===== config.mk =====
export PLATFORM = sky130hd
export DESIGN_NAME = cslink_divider
export DESIGN_NICKNAME = d
export VERILOG_FILES = /design/src/contour_cell_segment_linker_core_defines.svh /design/src/cslink_pkg.sv /design/src/cslink_divider.sv
export SDC_FILE = /design/constraint.sdc
export NUM_CORES = 1
export LEC_CHECK = 0
export ABC_AREA = 0
export ABC_CLOCK_PERIOD_IN_PS = 4200
export BUFFER_PORTS_ARGS = -buffer_cell sky130_fd_sc_hd__buf_2
export CAP_MARGIN = 25
export CORE_MARGIN = 2
export CORE_UTILIZATION = 52
export DETAILED_ROUTE_END_ITERATION = 6
export HOLD_SLACK_MARGIN = 0.12
export PLACE_DENSITY = 0.83
export SYNTH_ARGS = -nofsm -noshare
export SYNTH_HDL_FRONTEND = slang
export SYNTH_SLANG_ARGS = --single-unit
export TNS_END_PERCENT = 10

===== constraint.sdc =====
create_clock -name clk -period 4.2 [get_ports clk]
set_clock_uncertainty 0.15 [all_clocks]
set_input_delay 0.21 -clock clk [delete_from_list [all_inputs] [get_ports clk]]
set_output_delay 0.21 -clock clk [all_outputs]
set_load 0.1 [all_outputs]

===== src/contour_cell_segment_linker_core_defines.svh =====
// assertion macros for the contour cell segment linker
`ifndef CONTOUR_CELL_SEGMENT_LINKER_CORE_DEFINES_SVH
`define CONTOUR_CELL_SEGMENT_LINKER_CORE_DEFINES_SVH
`ifndef NO_ASSERTIONS
// property must hold at every clock edge outside reset
`define CSL_ASSERT(lbl, prop) \
  lbl: assert property (@(posedge clk) disable iff (rst) (prop)) \
    else $error("contour linker check failed");
// expression must never be true outside reset
`define CSL_NEVER(lbl, expr) \
  lbl: assert property (@(posedge clk) disable iff (rst) !(expr)) \
    else $error("contour linker forbidden condition");
`else
`define CSL_ASSERT(lbl, prop)
`define CSL_NEVER(lbl, expr)
`endif
`endif


===== src/cslink_pkg.sv =====
package cslink_pkg;

  // configuration register indexes
  localparam int CFG_IDX_W = 3;
  localparam logic [CFG_IDX_W-1:0] REG_LEVEL_COUNT = 3'd0;
  localparam logic [CFG_IDX_W-1:0] REG_LEVEL_A     = 3'd1;
  localparam logic [CFG_IDX_W-1:0] REG_LEVEL_B     = 3'd2;
  localparam logic [CFG_IDX_W-1:0] REG_LEVEL_C     = 3'd3;
  localparam logic [CFG_IDX_W-1:0] REG_LEVEL_D     = 3'd4;

  // output beat widths
  localparam int OUT_W  = 40;
  localparam int USER_W = 2;
  localparam int Q_W    = 6;

  // corner offsets, bit i for corner ll, lr, ur, ul
  localparam logic [3:0] COL_OFF = 4'b0110;
  localparam logic [3:0] ROW_OFF = 4'b1100;

  // triangle case codes
  localparam logic [3:0] CASE_NONE = 4'd0;

  // case from the signs of (corner, centre, next corner)
  localparam logic [3:0] SIGN_CASE [27] = '{
    4'd0, 4'd0, 4'd8, 4'd0, 4'd2, 4'd5, 4'd7, 4'd6, 4'd9,
    4'd0, 4'd3, 4'd4, 4'd1, 4'd3, 4'd1, 4'd4, 4'd3, 4'd0,
    4'd9, 4'd6, 4'd7, 4'd5, 4'd2, 4'd0, 4'd8, 4'd0, 4'd0
  };

  // end point roles, equal pair is a vertex, else a side
  typedef struct packed {
    logic [1:0] a1;
    logic [1:0] b1;
    logic [1:0] a2;
    logic [1:0] b2;
  } ends_t;

  localparam ends_t CASE_ENDS [10] = '{
    '{2'd0, 2'd0, 2'd0, 2'd0},
    '{2'd0, 2'd0, 2'd1, 2'd1},
    '{2'd1, 2'd1, 2'd2, 2'd2},
    '{2'd2, 2'd2, 2'd0, 2'd0},
    '{2'd0, 2'd0, 2'd1, 2'd2},
    '{2'd1, 2'd1, 2'd2, 2'd0},
    '{2'd2, 2'd2, 2'd0, 2'd1},
    '{2'd0, 2'd1, 2'd1, 2'd2},
    '{2'd1, 2'd2, 2'd2, 2'd0},
    '{2'd2, 2'd0, 2'd0, 2'd1}
  };

  // divider lane control
  typedef struct packed {
    logic           start;
    logic           direct;
    logic [Q_W-1:0] direct_val;
  } div_ctl_t;

  // one link record
  typedef struct packed {
    logic [1:0] level;
    logic [5:0] ocol;
    logic [5:0] orow;
    logic [5:0] hcol;
    logic [5:0] hrow;
    logic [5:0] tcol;
    logic [5:0] trow;
    logic       oslot;
    logic       islot;
  } seg_rec_t;

  typedef enum logic [3:0] {
    ST_CLEAR,
    ST_IDLE,
    ST_CHECK,
    ST_TRI,
    ST_PREP,
    ST_DIV,
    ST_PICK,
    ST_COMMIT,
    ST_FLUSH
  } state_t;

  // sign class: 0 negative, 1 zero, 2 positive
  function automatic logic [3:0] case_lookup(input logic [1:0] s0, input logic [1:0] s1,
                                             input logic [1:0] s2);
    logic [4:0] ix;
    ix = 5'(s0) * 5'd9 + 5'(s1) * 5'd3 + 5'(s2);
    return SIGN_CASE[ix];
  endfunction

endpackage


===== src/cslink_divider.sv =====
module cslink_divider #(
  parameter int NW = 29,
  parameter int DW = 22
) (
  input  logic                        clk,
  input  logic                        rst,
  input  cslink_pkg::div_ctl_t        ctl,
  input  logic [NW-1:0]               num,
  input  logic [DW-1:0]               den,
  output logic [cslink_pkg::Q_W-1:0]  q,
  output logic                        done
);
  import cslink_pkg::*;

  localparam int SW = DW + Q_W - 1;
  localparam int CNT_W = $clog2(Q_W);

  logic [NW-1:0]    rem;
  logic [SW-1:0]    dsh;
  logic [CNT_W-1:0] cnt;
  logic             busy;
  logic             skip;
  logic             fits;

  assign fits = rem >= NW'(dsh);
  assign done = !busy;

  // control
  always_ff @(posedge clk) begin
    if (rst) begin
      busy <= 1'b0;
      cnt  <= '0;
    end else if (ctl.start) begin
      busy <= 1'b1;
      cnt  <= '0;
    end else if (busy) begin
      cnt <= cnt + 1'b1;
      if (cnt == CNT_W'(Q_W - 1)) begin
        busy <= 1'b0;
      end
    end
  end

  // one quotient bit per cycle while busy, restoring; none in direct mode
  always_ff @(posedge clk) begin
    if (ctl.start) begin
      rem  <= num;
      dsh  <= {den, {(Q_W-1){1'b0}}};
      skip <= ctl.direct;
      q    <= ctl.direct ? ctl.direct_val : '0;
    end else if (busy && !skip) begin
      if (fits) begin
        rem <= rem - NW'(dsh);
      end
      q   <= {q[Q_W-2:0], fits};
      dsh <= dsh >> 1;
    end
  end

endmodule


Word-level counts from Yosys, hierarchy flattened. Index checks and enable logic that the tools add are counted.

Flip-flop bits (word level): 67. Output and inout bits: 7. Logic and storage cells: 29.

Add/sub/neg operators: 2. $lt $le $gt $ge: 1. Equal/unequal tests: 1. Mux-type cells: 11. Reductions and logical operators: 7.

Operators by type and width (number): $mux W29 (3); $mux W27 (2); $ge A29 B27 Y1 (1); $sub A29 B27 Y29 (1); $mux W6 (3); $reduce_bool A2 Y1 (2); $add A3 B1 Y3 const B (1); $eq A3 B3 Y1 const B (1); $mux W1 (3); $logic_not A1 Y1 (2); $reduce_and A2 Y1 (1); $reduce_or A2 Y1 (1); $logic_and A1 B1 Y1 (1).

Longest topological paths before layout.
Depth in word-level cells: 4. Mapped depth: 10.

Worst setup path after synthesis. No wires, ideal clock.

Path kind: flip-flop to flip-flop. Start point: register rem[9]. End point: register rem[0], enable pin. Arrival time: 3462 ps. Data required time: 3625 ps. Path slack: 163 ps. Stages on the path, launching flop included: 10. Path buffers: 1. Clock period less this slack: 4037 ps. Cells stage by stage: edfxtp_1 > ha_1 > clkbuf_1 > inv_1 > nor4_1 > a21bo_2 > a31oi_1 > a21bo_2 > a41oi_1 > a21oi_1.

Cells in the longest elaborated chain, start to end: 3.

Ends and longest elaborated chain: start: declaration (line cslink_divider.sv:18) `logic [NW-1:0] rem;`; start signal: assignment (line cslink_divider.sv:47) `rem <= num;`; start signal: assignment (line cslink_divider.sv:53) `rem <= rem - NW'(dsh);`; $ge A29 B27 Y1 (line cslink_divider.sv:25) `assign fits = rem >= NW'(dsh);`; $reduce_bool A2 Y1 (no line); $reduce_and A2 Y1 (no line).

No other way between the ends. A chain may end at the register's enable or synchronous reset.

Worst setup path in the final report.
Start point: register dsh[12]. End point: register rem[11], enable pin.

Cells in the longest elaborated chain, start to end: 3.

Ends and longest elaborated chain: start: declaration (line cslink_divider.sv:19) `logic [SW-1:0] dsh;`; start signal: assignment (line cslink_divider.sv:48) `dsh <= {den, {(Q_W-1){1'b0}}};`; start signal: assignment (line cslink_divider.sv:56) `dsh <= dsh >> 1;`; $ge A29 B27 Y1 (line cslink_divider.sv:25); $reduce_bool A2 Y1 (no line); $reduce_and A2 Y1 (no line).

No other way between the ends.

==> results.tsv <==
metric	value	unit
grt_antenna_before_repair	0	
synthXorXnorAreaFrac	3.85	%
num-fill-cells	698	
critPathMaxStageDelay	510	ps
final_hold_viol_count	0	
postSynth.topFlopCell	edfxtp_1	
design.die.area	9520	um2
cts.root.buffer_cell	clkbuf_8	
rsz0062_at_grt	false	
fmax	276	MHz
drt_drc_violations_left	0	
setup_crit_start_kind	flip-flop	
final_min_period_over_clock_period	86.1	%
timing_worst_slew_pin_value	1090	ps
min-delay-path-class	in2reg	
min_to	rem[16]	
detailroute.via_count	4168	
rows	34	
die_width	97.6	um
power.static_leakage	2.41	nW
slew-limit-headroom	27.0	%
placement.io_buffers	67	
number_of_synthesized_flops_with_an_enable_pin	58	
final_nets	694	
largest_family_of_logic_cells_by_synthesized_area	compound AO/OA/AOI/OAI gates	
reg2regPathDepth	10	
grt_usage	24.6	%
layout.cell_area.non_filler	5690	um2
min_path_cells	3	
tritoncts_num_sinks	67	
cts_buffer_depth	2	
post_cts_resized	0	
number_of_max_cap_violations	0	
share_of_the_synthesized_area_in_compound_gates_ao_oa_aoi_oai	24.9	%
timing.setup.tns	0	ps
number_of_setup_buffers_added_after_cts	0	
synth_adder_area_share	8.41	%
rrSetupSlack	580	ps
layout.core_utilization	66.2	%
clk_latency	360	ps
critical_path.most_common_cell	a21bo_2	
synth_fp_nets	585	
r2r_start	dsh[12]	
first_pass_iters	5	
yosys_warnings	0	
first_global_vias	4011	
drt_iter0_drc	277	
critical_path_buf_inv_count	2	
syn_avg_cell_area	9.22	um2
power.density	457	nW/um2
synthMuxAreaShare	0	%
initial_cell_density_of_the_core	53.0	%
path_clk_slew	80	ps
route.detailed.vias_per_inst	5.82	
critPathRequiredTime	4110	ps
routed_wire_length_per_instance	16.2	um
grt_overflow_total	0	
worstPathArrival	3520	ps
cp_max_fo	12	
place_ws	605	ps
placed_cells	647	
slew_violations	0	
n_antenna_cell	0	
residual_antenna_violating_net_count_after_detailed_routing	0	
cts_buffers	9	
drt_wl_total	11600	um
layout_setup_ws	583	ps
die-height	97.6	um
grt_pass1_wl	19000	um
synth_cell_type_count	57	
synth_cells	494	
period_needed	3620	ps
place.detailed.hpwl	8020	um
number_of_placed_i_o_pins	68	
synth_sequential_area_ratio	42.2	%
crit_path_cell_trace	inv_1 -> ha_1 -> nand3_1 -> nor4_1 -> a21bo_2 -> a31oi_1 -> a21bo_2 -> a41oi_1 -> a21oi_2 -> buf_4	
worst_ir_drop_vdd	0.252	mV
worst_setup_path_end_kind	flip-flop	
fraction_of_registers_with_async_set_reset	0	%
postPlaceCellArea	4970	um2
crit_type	reg2reg	
tritoncts	done	
syn_area	4550	um2
area_delta_synth_final	24.9	%
post_synth_and_or_nand_nor_area_fraction	14.9	%
core	8590	um2
finalNonFillerCells	716	
maximum_number_of_pins_on_one_net_before_global_route_repair	57	
r2r-end	rem[11]	
critical-path-top-delay-family	compound AO/OA/AOI/OAI gates	
worstHoldStart	num[16]	
h-tree-depth	3	
synth.ff_latch_count	67	
drive_above_1_share	16.6	%
report.final.setup_viol	0	
result_of_the_run	finished, final reports clean	
place_congestion	0.924	
timing.critical_path.slowest_stage_cell	a21oi_2	
## metrics by stage
| step | power, mW | hold WS [ps] |
|---|---|---|
| 2_1_floorplan | 1.75 | 132 |
| 3_3_place_gp | 1.97 | 270 |
| 3_5_place_dp | 2.00 | 278 |
| 4_1_cts | 2.58 | 121 |
| 5_1_grt | 2.75 | 135 |
| 6_report | 2.60 | 134 |
## area by class of cell
class	instances	area [um2]	share of cell area [%]
Clock buffer	9	124	2.18
Clock inverter	7	68.8	1.21
Inverter	41	154	2.71
Multi-Input combinational cell	358	2370	41.7
Sequential cell	67	1920	33.8
Tap cell	108	135	2.38
Timing Repair Buffer	126	911	16.0
## cell usage in the layout, fill, tap and decap left out, types with 21 or more instances in the layout
cell type / n
dlygate4sd3_1: 53
a22o_1: 21
buf_2: 67
nand2_1: 58
a21oi_1: 29
nor2_1: 23
edfxtp_1: 58
o21ai_0: 37
ha_1: 29
inv_1: 41
## timing repair
action	in CTS	in global routing
hold buffers	53	0
setup endpoints to repair	0	0
endpoints found under the hold margin	56	0
## worst register-to-register path: cells and delay by family (launching register included)
family / cells / cell delay [ps]
compound gates: 5 / 1450
buf+inv: 2 / 380
flops: 1 / 360
fa+ha+maj: 1 / 390
simple gates: 2 / 590
## routing by layer
layer / up-vias / share of wire (%) / GRT usage, %
met5: - / 0 / 0
met3: 28 / 6.8 / 3.60
met1: 1919 / 45 / 33.8
li1: 2041 / - / -
met2: 180 / 46 / 39.3
met4: 0 / 2.4 / 9.72
## sequential cells by signal (all words and copies together), names as in the netlist
name / flops
skip: 1
q: 6
rem: 29
busy: 1
dsh: 27
cnt: 3
## power breakdown
group          switching (mW)  internal [mW]
registers              0.0416          0.856
logic                   0.694          0.465
clock network           0.270          0.272
total                    1.01           1.59
## synth_stat cells, types with 6 or more instances
| library cell | count | area, um2 |
|---|---|---|
| a21o_1 | 18 | 135 |
| a21oi_1 | 30 | 150 |
| a22o_1 | 21 | 184 |
| a31oi_1 | 10 | 62.6 |
| clkbuf_1 | 24 | 90.1 |
| dfxtp_1 | 9 | 180 |
| edfxtp_1 | 58 | 1740 |
| ha_1 | 29 | 363 |
| inv_1 | 41 | 154 |
| nand2_1 | 58 | 218 |
| nand3_1 | 17 | 85.1 |
| nor2_1 | 23 | 86.3 |
| nor3_1 | 12 | 60.1 |
| o21ai_0 | 37 | 185 |
| o21bai_1 | 6 | 45.0 |
| xnor2_1 | 13 | 114 |
| xor2_1 | 7 | 61.3 |
## kinds of logic after synthesis
family / count (synthesis)
AOI/OAI and AO/OA: 165
buffers and inverters: 69
adders and majority gates: 30
DFF: 67
xor gates and xnor gates: 20
and+or+nand+nor: 143
## how the worst max path moves through the flow
stage / end / startpoint / cells after the start
after global routing: rem[11] / dsh[10] / 10
after detailed placement: rem[8] / rem[10] / 9
after floorplan: rem[0] / rem[9] / 9
after global placement: rem[11] / dsh[10] / 10
final: rem[11] / dsh[12] / 10
after CTS: rem[9] / rem[10] / 9
Note: power is estimated with default switching activity, not from simulation.
